--- config.mk ---
export PLATFORM = sky130hd
export DESIGN_NAME = escaped_frame_decoder_crc8_flat
export DESIGN_NICKNAME = d
export VERILOG_FILES = /design/src/rtl/core/efd_pkg.sv /design/src/rtl/core/efd_if.sv /design/src/rtl/core/escaped_frame_decoder_crc8.sv /design/src/flat_wrapper.sv
export SDC_FILE = /design/constraint.sdc
export NUM_CORES = 1
export LEC_CHECK = 0
export ABC_CLOCK_PERIOD_IN_PS = 3550
export BUFFER_PORTS_ARGS = -buffer_cell sky130_fd_sc_hd__buf_2
export CORE_ASPECT_RATIO = 1.1
export CORE_UTILIZATION = 53
export DETAILED_ROUTE_END_ITERATION = 8
export GPL_TIMING_DRIVEN = 0
export PLACE_DENSITY = 0.86
export SYNTH_ARGS = -nofsm -noshare
export SYNTH_HDL_FRONTEND = slang
export SYNTH_SLANG_ARGS = --single-unit
export TNS_END_PERCENT = 30
--- constraint.sdc ---
create_clock -name clk -period 3.55 [get_ports clk]
set_input_delay 0.1775 -clock clk [delete_from_list [all_inputs] [get_ports clk]]
set_output_delay 0.1775 -clock clk [all_outputs]
set_load 0.02 [all_outputs]
--- src/rtl/core/efd_pkg.sv ---
// ----------------------------------------------------------------------------
// efd_pkg
// shared constants and helpers for the escaped frame decoder with crc-8
// ----------------------------------------------------------------------------
package efd_pkg;

  localparam int unsigned DEF_MAX_ADDRESS_BYTES = 4;

  localparam int unsigned CFG_IDX_W  = 1;
  localparam int unsigned CFG_DATA_W = 8;

  localparam logic [CFG_IDX_W-1:0] CFG_MAGIC  = 1'b0;
  localparam logic [CFG_IDX_W-1:0] CFG_ESCAPE = 1'b1;

  localparam logic [7:0] MAGIC_RESET  = 8'd254;
  localparam logic [7:0] ESCAPE_RESET = 8'd253;
  localparam logic [7:0] ESCAPE_XOR   = 8'h20;
  localparam logic [7:0] CRC_POLY     = 8'h8C;

  localparam logic [2:0] KIND_LENGTH = 3'd0;
  localparam logic [2:0] KIND_ADDR   = 3'd1;
  localparam logic [2:0] KIND_NUM    = 3'd2;
  localparam logic [2:0] KIND_TYPE   = 3'd3;
  localparam logic [2:0] KIND_DATA   = 3'd4;
  localparam logic [2:0] KIND_STATUS = 3'd5;

  localparam logic [1:0] ERR_OK       = 2'd0;
  localparam logic [1:0] ERR_CRC      = 2'd1;
  localparam logic [1:0] ERR_NO_END   = 2'd2;
  localparam logic [1:0] ERR_TOO_SHORT = 2'd3;

  typedef struct packed {
    logic [7:0] out_byte;
    logic [2:0] kind;
    logic [1:0] addr_index;
    logic [7:0] payload_index;
    logic [1:0] error_code;
    logic       last;
  } efd_result_t;

  // reflected crc-8, one byte
  function automatic logic [7:0] crc8_byte(input logic [7:0] crc, input logic [7:0] b);
    logic [7:0] c;
    c = crc ^ b;
    for (int i = 0; i < 8; i++) begin
      c = c[0] ? ((c >> 1) ^ CRC_POLY) : (c >> 1);
    end
    return c;
  endfunction

endpackage

--- src/rtl/core/efd_if.sv ---
// ----------------------------------------------------------------------------
// efd_if
// valid/ready channels for raw link bytes and decoded results
// ----------------------------------------------------------------------------
interface efd_in_if;
  logic       valid;
  logic       ready;
  logic [7:0] rx_byte;

  modport source (output valid, output rx_byte, input ready);
  modport sink   (input valid, input rx_byte, output ready);
endinterface

interface efd_out_if;
  logic       valid;
  logic       ready;
  logic [7:0] out_byte;
  logic [2:0] kind;
  logic [1:0] addr_index;
  logic [7:0] payload_index;
  logic [1:0] error_code;
  logic       last;

  modport source (output valid, output out_byte, output kind, output addr_index,
                  output payload_index, output error_code, output last, input ready);
  modport sink   (input valid, input out_byte, input kind, input addr_index,
                  input payload_index, input error_code, input last, output ready);
endinterface

--- src/rtl/core/escaped_frame_decoder_crc8.sv ---
// ----------------------------------------------------------------------------
// escaped_frame_decoder_crc8
// byte-stuffed frame decoder: unescapes link bytes, tags frame fields,
// checks crc-8 and end magic, closes each frame with a status result
// ----------------------------------------------------------------------------
//  channel  dir  handshake      payload
//  in_if    in   valid/ready    rx_byte
//  out_if   out  valid/ready    out_byte kind addr_index payload_index error_code last
//  cfg      in   cfg_we         cfg_idx cfg_wdata
//
//  one byte per cycle while in_if.ready is high; each transaction is decoded in the cycle it is taken,
//  and its result, if any, sits in the output register the next cycle
//  in_if.ready drops only while a result is held and out_if.ready is low
//  rst_n is synchronous, active low: hunting, crc cleared, registers but the result register at defaults
// ----------------------------------------------------------------------------
module escaped_frame_decoder_crc8 #(
  parameter int unsigned MAX_ADDRESS_BYTES = efd_pkg::DEF_MAX_ADDRESS_BYTES
) (
  input  logic                           clk,
  input  logic                           rst_n,
  efd_in_if.sink                         in_if,
  efd_out_if.source                      out_if,
  input  logic                           cfg_we,
  input  logic [efd_pkg::CFG_IDX_W-1:0]  cfg_idx,
  input  logic [efd_pkg::CFG_DATA_W-1:0] cfg_wdata
);
  import efd_pkg::*;

  localparam logic [2:0] PH_HUNT = 3'd0;
  localparam logic [2:0] PH_LEN  = 3'd1;
  localparam logic [2:0] PH_ADDR = 3'd2;
  localparam logic [2:0] PH_NUM  = 3'd3;
  localparam logic [2:0] PH_TYPE = 3'd4;
  localparam logic [2:0] PH_DATA = 3'd5;
  localparam logic [2:0] PH_CRC  = 3'd6;
  localparam logic [2:0] PH_END  = 3'd7;

  localparam logic [2:0] ADDR_MAX = 3'(MAX_ADDRESS_BYTES);

  logic [7:0]  magic_r, escape_r;
  logic [2:0]  phase_r, phase_nxt;
  logic [7:0]  crc_r, crc_nxt;
  logic        esc_r, esc_nxt;
  logic [7:0]  len_r, len_nxt;
  logic [2:0]  acnt_r, acnt_nxt;
  logic [7:0]  drem_r, drem_nxt;
  logic [7:0]  dpos_r, dpos_nxt;

  logic        out_valid_r;
  efd_result_t res_r, res_nxt;
  logic        emit;

  logic        in_fire;
  logic [7:0]  b;
  logic [8:0]  need;
  logic        too_short;

  assign in_if.ready = !out_valid_r || out_if.ready;
  assign in_fire     = in_if.valid && in_if.ready;

  assign b         = esc_r ? (in_if.rx_byte ^ ESCAPE_XOR) : in_if.rx_byte;
  assign need      = 9'(acnt_r) + 9'd2;
  assign too_short = 9'(len_r) < need;

  always_comb begin
    phase_nxt = phase_r;
    crc_nxt   = crc_r;
    esc_nxt   = esc_r;
    len_nxt   = len_r;
    acnt_nxt  = acnt_r;
    drem_nxt  = drem_r;
    dpos_nxt  = dpos_r;
    emit      = 1'b0;
    res_nxt   = '0;
    if (phase_r == PH_HUNT) begin
      if (in_if.rx_byte == magic_r) begin
        phase_nxt = PH_LEN;
        crc_nxt   = '0;
        esc_nxt   = 1'b0;
        len_nxt   = '0;
        acnt_nxt  = '0;
        drem_nxt  = '0;
        dpos_nxt  = '0;
      end
    end else if (phase_r == PH_END) begin
      emit             = 1'b1;
      res_nxt.kind     = KIND_STATUS;
      res_nxt.last     = 1'b1;
      if (too_short) begin
        res_nxt.error_code = ERR_TOO_SHORT;
      end else if (in_if.rx_byte != magic_r) begin
        res_nxt.error_code = ERR_NO_END;
      end else if (crc_r != 8'd0) begin
        res_nxt.error_code = ERR_CRC;
      end else begin
        res_nxt.error_code = ERR_OK;
      end
      phase_nxt = PH_HUNT;
      esc_nxt   = 1'b0;
    end else if (!esc_r && in_if.rx_byte == escape_r) begin
      esc_nxt = 1'b1;
    end else begin
      esc_nxt          = 1'b0;
      crc_nxt          = crc8_byte(crc_r, b);
      res_nxt.out_byte = b;
      case (phase_r)
        PH_LEN: begin
          len_nxt      = b;
          phase_nxt    = PH_ADDR;
          emit         = 1'b1;
          res_nxt.kind = KIND_LENGTH;
        end
        PH_ADDR: begin
          acnt_nxt           = acnt_r + 3'd1;
          if (b == 8'd0 || acnt_nxt >= ADDR_MAX) begin
            phase_nxt = PH_NUM;
          end
          emit               = 1'b1;
          res_nxt.kind       = KIND_ADDR;
          res_nxt.addr_index = acnt_r[1:0];
        end
        PH_NUM: begin
          phase_nxt    = PH_TYPE;
          emit         = 1'b1;
          res_nxt.kind = KIND_NUM;
        end
        PH_TYPE: begin
          drem_nxt     = too_short ? 8'd0 : 8'(9'(len_r) - need);
          dpos_nxt     = '0;
          phase_nxt    = (drem_nxt != 8'd0) ? PH_DATA : PH_CRC;
          emit         = 1'b1;
          res_nxt.kind = KIND_TYPE;
        end
        PH_DATA: begin
          dpos_nxt              = dpos_r + 8'd1;
          drem_nxt              = drem_r - 8'd1;
          if (drem_nxt == 8'd0) begin
            phase_nxt = PH_CRC;
          end
          emit                  = 1'b1;
          res_nxt.kind          = KIND_DATA;
          res_nxt.payload_index = dpos_r;
        end
        default: begin
          phase_nxt = PH_END;
        end
      endcase
    end
  end

  always_ff @(posedge clk) begin
    if (!rst_n) begin
      magic_r     <= MAGIC_RESET;
      escape_r    <= ESCAPE_RESET;
      phase_r     <= PH_HUNT;
      crc_r       <= '0;
      esc_r       <= 1'b0;
      len_r       <= '0;
      acnt_r      <= '0;
      drem_r      <= '0;
      dpos_r      <= '0;
      out_valid_r <= 1'b0;
    end else begin
      if (cfg_we) begin
        case (cfg_idx)
          CFG_MAGIC:  magic_r  <= cfg_wdata;
          CFG_ESCAPE: escape_r <= cfg_wdata;
          default: ;
        endcase
      end
      if (in_fire) begin
        phase_r <= phase_nxt;
        crc_r   <= crc_nxt;
        esc_r   <= esc_nxt;
        len_r   <= len_nxt;
        acnt_r  <= acnt_nxt;
        drem_r  <= drem_nxt;
        dpos_r  <= dpos_nxt;
      end
      if (in_fire && emit) begin
        out_valid_r <= 1'b1;
      end else if (out_if.ready) begin
        out_valid_r <= 1'b0;
      end
    end
  end

  always_ff @(posedge clk) begin
    if (in_fire && emit) begin
      res_r <= res_nxt;
    end
  end

  assign out_if.valid         = out_valid_r;
  assign out_if.out_byte      = res_r.out_byte;
  assign out_if.kind          = res_r.kind;
  assign out_if.addr_index    = res_r.addr_index;
  assign out_if.payload_index = res_r.payload_index;
  assign out_if.error_code    = res_r.error_code;
  assign out_if.last          = res_r.last;

`ifndef NO_ASSERTIONS
  a_status_shape: assert property (@(posedge clk) disable iff (!rst_n)
    out_valid_r && res_r.kind == KIND_STATUS |-> res_r.last && res_r.out_byte == 8'd0)
    else $error("status result malformed");

  a_end_to_hunt: assert property (@(posedge clk) disable iff (!rst_n)
    in_fire && phase_r == PH_END |=> phase_r == PH_HUNT && out_valid_r)
    else $error("end byte did not close the frame");

  a_addr_bound: assert property (@(posedge clk) disable iff (!rst_n)
    acnt_r <= ADDR_MAX)
    else $error("address count past limit");

  a_data_nonzero: assert property (@(posedge clk) disable iff (!rst_n)
    phase_r == PH_DATA |-> drem_r != 8'd0)
    else $error("data phase with nothing remaining");

  a_hold_result: assert property (@(posedge clk) disable iff (!rst_n)
    out_valid_r && !out_if.ready |-> !in_if.ready)
    else $error("input taken while result stalled");
`endif

endmodule
--- src/flat_wrapper.sv ---
// flat-port wrapper written by rule: the top's interface ports become plain ports
module escaped_frame_decoder_crc8_flat import efd_pkg::*;
#(
  parameter int unsigned MAX_ADDRESS_BYTES = efd_pkg::DEF_MAX_ADDRESS_BYTES
)
  (clk, rst_n, cfg_we, cfg_idx, cfg_wdata, in_if_valid, in_if_rx_byte, in_if_ready, out_if_valid, out_if_out_byte, out_if_kind, out_if_addr_index, out_if_payload_index, out_if_error_code, out_if_last, out_if_ready);
  efd_in_if in_if_i ();
  efd_out_if out_if_i ();
  input  logic clk;
  input  logic rst_n;
  input  logic cfg_we;
  input  logic [efd_pkg::CFG_IDX_W-1:0] cfg_idx;
  input  logic [efd_pkg::CFG_DATA_W-1:0] cfg_wdata;
  input wire logic [$bits(in_if_i.valid)-1:0] in_if_valid;
  input wire logic [$bits(in_if_i.rx_byte)-1:0] in_if_rx_byte;
  output wire logic [$bits(in_if_i.ready)-1:0] in_if_ready;
  output wire logic [$bits(out_if_i.valid)-1:0] out_if_valid;
  output wire logic [$bits(out_if_i.out_byte)-1:0] out_if_out_byte;
  output wire logic [$bits(out_if_i.kind)-1:0] out_if_kind;
  output wire logic [$bits(out_if_i.addr_index)-1:0] out_if_addr_index;
  output wire logic [$bits(out_if_i.payload_index)-1:0] out_if_payload_index;
  output wire logic [$bits(out_if_i.error_code)-1:0] out_if_error_code;
  output wire logic [$bits(out_if_i.last)-1:0] out_if_last;
  input wire logic [$bits(out_if_i.ready)-1:0] out_if_ready;
  assign in_if_i.valid = in_if_valid;
  assign in_if_i.rx_byte = in_if_rx_byte;
  assign in_if_ready = in_if_i.ready;
  assign out_if_valid = out_if_i.valid;
  assign out_if_out_byte = out_if_i.out_byte;
  assign out_if_kind = out_if_i.kind;
  assign out_if_addr_index = out_if_i.addr_index;
  assign out_if_payload_index = out_if_i.payload_index;
  assign out_if_error_code = out_if_i.error_code;
  assign out_if_last = out_if_i.last;
  assign out_if_i.ready = out_if_ready;
  escaped_frame_decoder_crc8 #(.MAX_ADDRESS_BYTES(MAX_ADDRESS_BYTES)) u_core (.clk(clk), .rst_n(rst_n), .in_if(in_if_i), .out_if(out_if_i), .cfg_we(cfg_we), .cfg_idx(cfg_idx), .cfg_wdata(cfg_wdata));
endmodule
## After elaboration in Yosys (flattened, before gate mapping)

Cells that the tools add are included.

- Flip-flop bits (word level): 80
- Input bits: 22
- Word-level logic and storage cells: 140

- Add/subtract/negate cells: 5
- Order comparisons: 2
- Equal/unequal tests: 15
- Muxes and demuxes: 58
- Bitwise logic cells: 14
- Reduce and logical (&&, ||, !) cells: 29

Operators with widths:

| cell | count |
|---|---|
| 8-bit two-way mux | 24 |
| 3-bit two-way mux | 12 |
| 8-bit case mux with 2 select lines | 2 |
| 2-bit NOT with 3-bit output | 8 |
| 5-bit AND reduction | 4 |
| 8-bit equality test | 2 |
| 8-bit logical NOT | 2 |
| 8-bit nonzero test | 2 |
| 3-bit case mux with 5 select lines | 1 |
| 13-bit two-way mux | 1 |
| 1-bit two-way mux | 12 |
| 3-bit case mux with 4 select lines | 1 |
| 3-bit equality test (second input constant) | 3 |
| 8-bit by 9-bit < comparator with 1-bit output | 1 |
| 8-bit by 1-bit adder with 8-bit output (second input constant) | 1 |
| 2-bit two-way mux | 4 |
| 4-bit by 1-bit != test with 1-bit output (second input constant) | 2 |
| 8-bit != test | 1 |
| 4-bit OR reduction | 2 |
| 8-bit by 1-bit subtractor with 8-bit output (second input constant) | 1 |
| 8-bit subtractor | 1 |
| 8-bit XOR | 1 |
| 3-bit by 2-bit equality test with 1-bit output (second input constant) | 2 |
| 6-bit two-way mux | 1 |
| other kinds (19) | 32 |

## Longest topological paths before layout

Gate-level depths: netlist of run 1.

- Depth after elaboration: 22
- Depth in mapped cells: 10
- Depth with buffers taken out: 10

## Least setup slack after synthesis of run 1

OpenSTA, ideal clock, no wires.

- Path type: register to register
- From: register u_core.phase_r[1]
- To: register u_core.res_r (netlist bit u_core.out_if.addr_index[0]) (enable)
- Data arrival time: 3.096 ns
- Data required time: 3.105 ns
- Slack: 0.010 ns
- Cell stages (with the launch flop): 6
- Path buffers: 2
- Clock period less this slack: 3.540 ns
- Cell sequence: dfxtp_1 buf_2 buf_1 nor2_1 o31a_1 a211oi_1

- Cells in the longest elaborated chain, start to end: 7
- Elaborated cells on any way between the ends: 13
- Those cells by class: 6 x eq/ne; 4 x mux; 3 x reduce/logical

Ends and longest elaborated chain:

| element | RTL line | source |
|---|---|---|
| from (decl) | escaped_frame_decoder_crc8.sv:41 | `logic [2:0] phase_r, phase_nxt;` |
| from (signal assigned) | escaped_frame_decoder_crc8.sv:172 | `phase_r <= phase_nxt;` |
| 3-bit by 1-bit equality test with 1-bit output (tied with other cells) | escaped_frame_decoder_crc8.sv:106 | `case (phase_r)` |
| 5-bit OR reduction (no source line) | n/a |  |
| 1-bit two-way mux | escaped_frame_decoder_crc8.sv:106 |  |
| 1-bit two-way mux | escaped_frame_decoder_crc8.sv:100 | `end else if (!esc_r && in_if.rx_byte == escape_r) begin` |
| 1-bit two-way mux | escaped_frame_decoder_crc8.sv:85 | `end else if (phase_r == PH_END) begin` |
| 1-bit two-way mux (*) | escaped_frame_decoder_crc8.sv:75 | `if (phase_r == PH_HUNT) begin` |
| 1-bit logical AND (*) | escaped_frame_decoder_crc8.sv:189 | `if (in_fire && emit) begin` |
| to (signal assigned) | escaped_frame_decoder_crc8.sv:190 | `res_r <= res_nxt;` |
| to (decl) | escaped_frame_decoder_crc8.sv:50 | `efd_result_t res_r, res_nxt;` |

Every way passes the cells marked *; elsewhere a longest branch is shown, timed or not.
A chain may end at the register's enable or synchronous reset.

## Worst setup path after layout of run 1

- From: register u_core.acnt_r[1]
- To: register u_core.phase_r[0]

- Cells in the longest elaborated chain, start to end: 9
- Elaborated cells on any way between the ends: 15
- Those cells by class: 3 x add/sub; 2 x order compare; 1 x eq/ne; 6 x mux; 3 x reduce/logical

Ends and longest elaborated chain:

| element | RTL line | source |
|---|---|---|
| from (decl) | escaped_frame_decoder_crc8.sv:45 | `logic [2:0] acnt_r, acnt_nxt;` |
| from (signal assigned) | escaped_frame_decoder_crc8.sv:176 | `acnt_r <= acnt_nxt;` |
| 3-bit by 2-bit adder with 4-bit output | escaped_frame_decoder_crc8.sv:62 | `assign need = 9'(acnt_r) + 9'd2;` |
| 8-bit subtractor or 8-bit by 9-bit < comparator with 1-bit output (tied branches) | escaped_frame_decoder_crc8.sv:128, escaped_frame_decoder_crc8.sv:63 |  |
| 8-bit two-way mux | escaped_frame_decoder_crc8.sv:128 | `drem_nxt = too_short ? 8'd0 : 8'(9'(len_r) - need);` |
| 8-bit nonzero test | escaped_frame_decoder_crc8.sv:130 | `phase_nxt = (drem_nxt != 8'd0) ? PH_DATA : PH_CRC;` |
| 2-bit two-way mux | escaped_frame_decoder_crc8.sv:130 |  |
| 3-bit case mux with 5 select lines | escaped_frame_decoder_crc8.sv:106 |  |
| 3-bit two-way mux | escaped_frame_decoder_crc8.sv:100 |  |
| 3-bit two-way mux | escaped_frame_decoder_crc8.sv:85 |  |
| 3-bit two-way mux | escaped_frame_decoder_crc8.sv:75 |  |

Parallel ways exist; a longest one is shown, timed or not. The select of a mux whose other input is x is not followed.

==> metrics.md, run 1 <==
| Metric | Value |
|---|---|
| Seq/Total Area, Yosys | around two fifths |
| Io pins | 48 |
| Final TNS setup | 0 ps |
| Slowest cell on the critical path | a21oi_1 |
| Most frequent cells in the layout | 64 x nand2_1, 56 x dfxtp_1, 43 x buf_2, 33 x xnor2_1, 33 x nand3_1 |
| Post-CTS setup buffer count | 0 |
| Die Y | 99.0 µm |
| GR Util All Layers | roughly a quarter |
| Capture point of the worst reg-to-reg path | u_core.phase_r[0] |
| Area taken by flip-flops and latches | 0.00184 mm² |
| Metal-1 WL | 4250 µm |
| Synth Area in Adders | 2.93% |
| Rel. slew slack | 52.7% |
| Routed WL | ~10000 µm |
| Via count | 3674 |
| Layout area overhead | 13.5% |
| Post-synthesis net count | 512 |
| Clock transition at path regs | 80 ps |
| RSZ-0062 raised after global routing | false |
| Ant diodes | 0 |
| HP Class | input pin to register |
| Clock Latency Late Sink | 370 ps |
| Top cell by count, worst path | ha_1 |
| Antenna violations before repair | 0 |
| Critical path type | register to register |
| Final Max Tran Viols | 0 |
| Slowest cell delay on critical path | 420 ps |
| Fraction of final layout cells sized beyond drive strength 1 | 18.7% |
| CORE AREA | 0.00832 mm² |
| Startpoint Class | register |
| Via density | 5.69 |
| Sink Count | 80 |
| Clock Skew | 7.83 ps |
| Synth warn | 0 |
| Top Metal Used | met4 |
| Final net count | 562 |
| GRT overflow | 0 |
| Depth of the most critical reg-to-reg path | 9 |
| Multi-input logic area | approximately 0.0025 mm² |
| Final Non-Filler Cells | 646 |
| R2R setup slack | 760 ps |
| Hpwl dp | about 7600 µm |
| Final GP Congestion | 0.875 |
| Hold path depth | 3 |
| Leak Pwr | 2.03 nW |
| Dpl cells | 630 |
| CTS tree | built |
| Crit path time final | 2790 ps |
| Post-Synth Simple-Gate Area | 25.0% |
| Maximum vdd drop | 0.237 mV |
| Largest net degree at the start of global routing | 15 |
| Global-route wire length before repair | about 17000 µm |
| Final setup fails | 0 |
| Number of port buffers | 38 |
| Synth unique cells | 66 |
| Layout Utilization | 61.8% |
| Ys async rst share | 0% |
| Fillers | 703 |
| Post-cts resize count | 0 |
| Final hold vios | 0 |
| Xor and xnor area share after synthesis | 10.4% |
| Hold path endpoint | u_core.magic_r[5] |
| Worst-Margin Slew | 708 ps |
| Avg Cell Area, Syn | 9.44 µm² |
| Hold Buf Count CTS | 0 |
| Synth Area in Compound Gates | 12.3% |
| First-pass DRT Iterations | 5 |
| Fmax | 359 MHz |
| DR DRC count | 0 |
| DR WL/cell | 15.6 µm |
| Root buffer cell | clkbuf_8 |
| Max-Cap Viols | 0 |
| Commonest non-fill, non-tap cell in the layout | nand2_1 |
| Total power | approximately 2 mW |
| Vias in the first global route | 3632 |
| Ys flop type | dfxtp_1 |
| Cell Rows | 35 |
| PwrDens | about 380 mW/mm² |
| Endpoint class of the critical path | register |
| Final hold slack | a little over 40 ps |
| R2R Path Start | u_core.acnt_r[1] |
| Die X | approximately 90 µm |
| Final Cycle Share | 78.5% |
| Worst EP required | 3810 ps |
| Status | finished clean |
| Critical Path AT | 3040 ps |
| Full die area | between 0.008 and 0.009 mm² |
| Mux share of post-synthesis cell area | around 3.3% |
| Total CTS buffers | 9 |
| Routed length on met2 | 5000 µm |
| Synthesized area | 0.00453 mm² |
| #FFs+latches synth | 80 |
| Worst Path Max Fanout | 7 |
| Initial Util | 54.4% |
| Crit path cell chain | ha_1 > inv_1 > ha_1 > nand3b_1 > a21oi_1 > nor2_1 > o211ai_1 > nor3b_1 > o41ai_1 |
| Hold_sp | cfg_wdata[5] |
| EDFF count, synth | 24 |
| Initial DRC Count | 224 |
| Largest family of logic cells by synthesized area | simple AND/OR/NAND/NOR gates |
| Metal3 WL | 489 µm |
| H-Tree Depth | 3 |
| Post-DRT Antenna Nets | 0 |
| CTS Buffer Depth | 2 |
| Mapped Cells | 480 |
[metrics by stage]
stage / instance area (µm²) / setup slack [ps]
after detailed placement: 4890 / 786
after CTS: 5140 / 773
after global routing: 5140 / 640
after global placement: 4860 / -714
after floorplan: 4530 / 9.58
final: 5140 / 764
[worst max-delay path: cells and delay by family (launching register included)]
kind / cells / cell delay, ps
AO/OA/AOI/OAI: 3 / 1010
adder cells (fa/ha/maj): 2 / 690
buffers and inverters: 1 / 40
flip-flops: 1 / 400
AND/OR/NAND/NOR: 3 / 530
[cells in the mapped netlist, drive strengths merged (12+ instances only)]
master / number / area (µm²)
edfxtp: 24 / 721
a21oi: 19 / 103
nand3: 37 / 205
nor4: 12 / 111
inv: 17 / 63.8
buf: 18 / 138
xnor2: 39 / 387
dfxtp: 56 / 1120
mux2i: 14 / 140
nor2: 26 / 97.6
and2: 18 / 113
nand2: 65 / 246
[worst max path at each step]
stage / cells past startpoint / end / slack, ps / startpoint
after floorplan: 5 / u_core.out_if.addr_index[0] / 10 / u_core.phase_r[1]
after global placement: 5 / u_core.out_if.out_byte[3] / -710 / u_core.phase_r[1]
after detailed placement: 9 / u_core.phase_r[0] / 790 / u_core.acnt_r[1]
after CTS: 9 / u_core.phase_r[0] / 770 / u_core.acnt_r[1]
after global routing: 9 / u_core.phase_r[0] / 640 / u_core.acnt_r[1]
final: 9 / u_core.phase_r[0] / 760 / u_core.acnt_r[1]
[cells by family after synthesis]
kind of cell,count (synthesis)
simple gates,209
flops,80
compound gates,72
xor+xnor,48
buf+inv,46
mux,15
fa+ha+maj,10
[final cells by class]
type / count / share of cell area [%]
timing repair buffer: 39 / 3.99
clock inverter: 6 / 2.24
multi-input combinational: 354 / 47.8
buffer: 29 / 3.48
clock buffer: 10 / 2.68
inverter: 17 / 1.24
sequential: 80 / 35.8
tap: 111 / 2.70
[per-layer routing]
layer,up-vias,global-route usage [%]
li1,1801,-
met2,120,41.4
met5,-,0
met4,0,13.5
met1,1725,27.0
met3,28,3.32
[state kept, by name (all words and copies together) (netlist names)]
register and cells:
u_core.out_if.out_byte 8, u_core.out_if.addr_index 2, u_core.out_if.last 1, u_core.out_if.error_code 2, u_core.drem_r 8, u_core.len_r 8, u_core.dpos_r 8, u_core.acnt_r 3
u_core.escape_r 8, u_core.out_if.payload_index 8, u_core.crc_r 8, u_core.out_if.valid 1, u_core.out_if.kind 3, u_core.phase_r 3, u_core.esc_r 1, u_core.magic_r 8
[where the power goes]
part	internal [mW]	total [mW]	switching, mW
combinational	0.0668	0.155	0.0883
sequential	0.947	0.958	0.0105
clock	0.490	0.832	0.342
total	1.50	1.94	0.441
Note: power is estimated with default switching activity, not from simulation.
==> inputs of run 2 (changes only) <==
- ABC_AREA: not set -> 1
- ABC_CLOCK_PERIOD_IN_PS: 3550 -> 2500
- clock period: 3.55 -> 2.5 ns (I/O delays scaled with it)
==> run 2 against run 1 <==
  * Sequential share of layout area hardly changed
  * Highest routed layer unchanged
  * Global-route usage increased by 3.2 points
  * Count of clock-buffer cells in the layout unchanged
==> metrics.md, run 2 <==
| Metric | Value |
|---|---|
| Most frequent cells in the layout | 174 x nand2_1, 79 x nor2_1, 67 x nand3_1, 59 x inv_1, 55 x dfxtp_1 |
| Global-route wire length before repair | 19000 µm |
| RSZ-0062 raised after global routing | false |
| Largest family of logic cells by synthesized area | simple AND/OR/NAND/NOR gates |
| Initial Util | 56.0% |
| Die X | 90.1 µm |
| Io pins | 48 |
| Post-Synth Simple-Gate Area | 32.5% |
| Synth cell count leaders | 175 x nand2_1, 79 x nor2_1, 67 x nand3_1 |
| First-pass DRT Iterations | 5 |
| Synth Area in Adders | 2.93% |
| Top cell type's share of synthesized area | 24.8% |
| Fillers | 712 |
| Clock transition at path regs | 100 ps |
| Worst-Margin Slew | 677 ps |
| Final setup fails | 0 |
| Final Max Tran Viols | 0 |
| Status | finished clean |
| Synth unique cells | 32 |
| R2R setup slack | 140 ps |
| Area taken by flip-flops and latches | 0.00184 mm² |
| Slowest cell delay on critical path | roughly 380 ps |
| Antenna violations before repair | 0 |
| Post-DRT Antenna Nets | 0 |
| Most frequent cell after synthesis | nand2_1 |
| Critical Path AT | around 2600 ps |
| CP bufs+invs | 3 |
| Startpoint Class | register |
| Top cell by count, worst path | nand2_1 |
| Rel. slew slack | 54.9% |
| H-Tree Depth | 3 |
| Final hold slack | about 7.4 ps |
| Seq/Total Area, Yosys | between 40% and 50% |
| EDFF count, synth | 24 |
| Synthesized area | 0.00453 mm² |
| Slowest cell on the critical path | dfxtp_2 |
| Synth Area in Compound Gates | 7.77% |
| Full die area | 0.00891 mm² |
| Maximum vdd drop | 0.393 mV |
| Largest area contributor in the netlist | dfxtp_1 |
| Hold_sp | cfg_wdata[1] |
| GRT overflow | 0 |
| Post-placement worst setup slack | 61.2 ps |
| Commonest non-fill, non-tap cell in the layout | nand2_1 |
| Avg Cell Area, Syn | 7.17 µm² |
| Post-DP Area | 0.00487 mm² |
| Fmax | 424 MHz |
| Crit path max-delay family | simple AND/OR/NAND/NOR gates |
| DR DRC count | 0 |
| Clock Latency Late Sink | 370 ps |
| Largest net degree at the start of global routing | 25 |
| Depth of the most critical reg-to-reg path | 16 |
| Finished Cell Area | 0.00514 mm² |
| Mux share of post-synthesis cell area | 0% |
| Capture point of the worst reg-to-reg path | u_core.phase_r[1] |
| Total CTS buffers | 9 |
| Clock Skew | 15.6 ps |
| Hold path depth | 3 |
| HP Class | input pin to register |
| Final WS setup | around 140 ps |
| R2R Path Start | u_core.acnt_r[1] |
| Worst Path Max Fanout | 7 |
| Hpwl dp | 8540 µm |
| Via count | 4355 |
| CTS tree | built |
| Ys async rst share | 0% |
| Synth warn | 0 |
| Cell Rows | 34 |
| Synth area leaders | dfxtp_1 25%, edfxtp_1 16%, nand2_1 15%, nand3_1 7.4%, nor2_1 6.6% |
| Multi-input logic area | 0.00230 mm² |
| Final net count | 722 |
| DR WL/cell | 14.2 µm |
| Ys flop type | dfxtp_1 |
| Leak Pwr | 2.21 nW |
| Vias in the first global route | approximately 4300 |
| Via density | 5.42 |
| Final TNS setup | 0 ps |
| Fraction of final layout cells sized beyond drive strength 1 | 13.5% |
| Routed WL | roughly 11000 µm |
| Crit path cell chain | ha_1 > inv_1 > ha_1 > nand2_1 > nand2_1 > inv_1 > nand2_1 > nand2_1 > nand2_4 > inv_1 > o21ai_0 > nor2_1 > nand2_1 > nand2_1 > a21oi_1 > nor2_1 |
| PwrDens | 836 mW/mm² |
| Xor and xnor area share after synthesis | 7.35% |
| Layout Utilization | a little under two thirds |
| Final GP Congestion | 0.950 |
| Max-Cap Viols | 0 |
| Crit path time final | 2360 ps |
| Critical path type | register to register |
| Endpoint class of the critical path | register |
| Layout area overhead | 13.5% |
| #FFs+latches synth | 80 |
| Worst EP required | around 2800 ps |
| CORE AREA | 0.00808 mm² |
| GR Util All Layers | 26.6% |
| Initial DRC Count | between 300 and 400 |
| Number of port buffers | 42 |
| Hold path endpoint | u_core.magic_r[1] |
| Post-synthesis net count | 663 |
| Final hold vios | 0 |
| Sink Count | 80 |
| Ant diodes | 0 |
| Final Cycle Share | 94.2% |
| CTS Buffer Depth | 2 |
| Root buffer cell | clkbuf_8 |
| Die Y | 98.9 µm |
| Mapped Cells | around 630 |
run 2: kinds of logic (layout without fill, tap and decap cells):
logic type	Yosys count	count (layout)
flops	80	80
simple gates	348	348
buf+inv	89	153
fa+ha+maj	10	10
compound gates	66	66
xor+xnor	38	38
run 2: routing by layer:
metal	vias to the layer above	wire length [µm]	global-route usage [%]
met5	-	0	0
met4	0	340	12.8
met3	31	680	3.32
met2	184	5940	50.0
met1	2000	4410	29.7
li1	2140	-	-
run 2: timing repair:
| item | 4_1_cts | 5_1_grt |
|---|---|---|
| resized for setup | 0 | 4 |
| setup buffers | 0 | 0 |
| hold endpoints to repair | 11 | 0 |
| endpoints found under the setup margin | 0 | 17 |
| hold buffers | 6 | 0 |
run 2: tightest hold or removal path, delay by kind of cell:
kind / cells / cell delay (ps)
buf+inv: 1 / 90
simple gates: 2 / 120
run 2: per-stage QoR:
step           std cells  total power, mW
6_report             803             4.29
2_1_floorplan        631             2.86
3_5_place_dp         781             3.28
3_3_place_gp         781             3.20
4_1_cts              803             4.23
5_1_grt              803             4.57
run 2: worst max path at each step:
stage                              to             start  slack, ps  cells after the start
CTS                 u_core.phase_r[1]  u_core.acnt_r[1]         50                     16
global placement    u_core.phase_r[1]  u_core.acnt_r[1]        200                     16
finish              u_core.phase_r[1]  u_core.acnt_r[1]        140                     16
detailed placement  u_core.phase_r[1]  u_core.acnt_r[1]         60                     16
global route        u_core.phase_r[1]  u_core.acnt_r[1]        0.7                     16
floorplan           u_core.phase_r[1]  u_core.acnt_r[1]        450                     16
run 2: final cells by class:
type | count | area share, %
Inverter | 67 | 4.97
Timing Repair Buffer | 48 | 5.26
Tap cell | 108 | 2.63
Clock inverter | 6 | 1.12
Multi-Input combinational cell | 462 | 44.7
Clock buffer | 10 | 2.68
Buffer | 22 | 2.80
Sequential cell | 80 | 35.9
run 2: power by group:
| group | internal, mW | switching, mW |
|---|---|---|
| combinational | 0.563 | 1.19 |
| sequential | 1.50 | 0.0971 |
| clock | 0.414 | 0.535 |
| total | 2.47 | 1.82 |
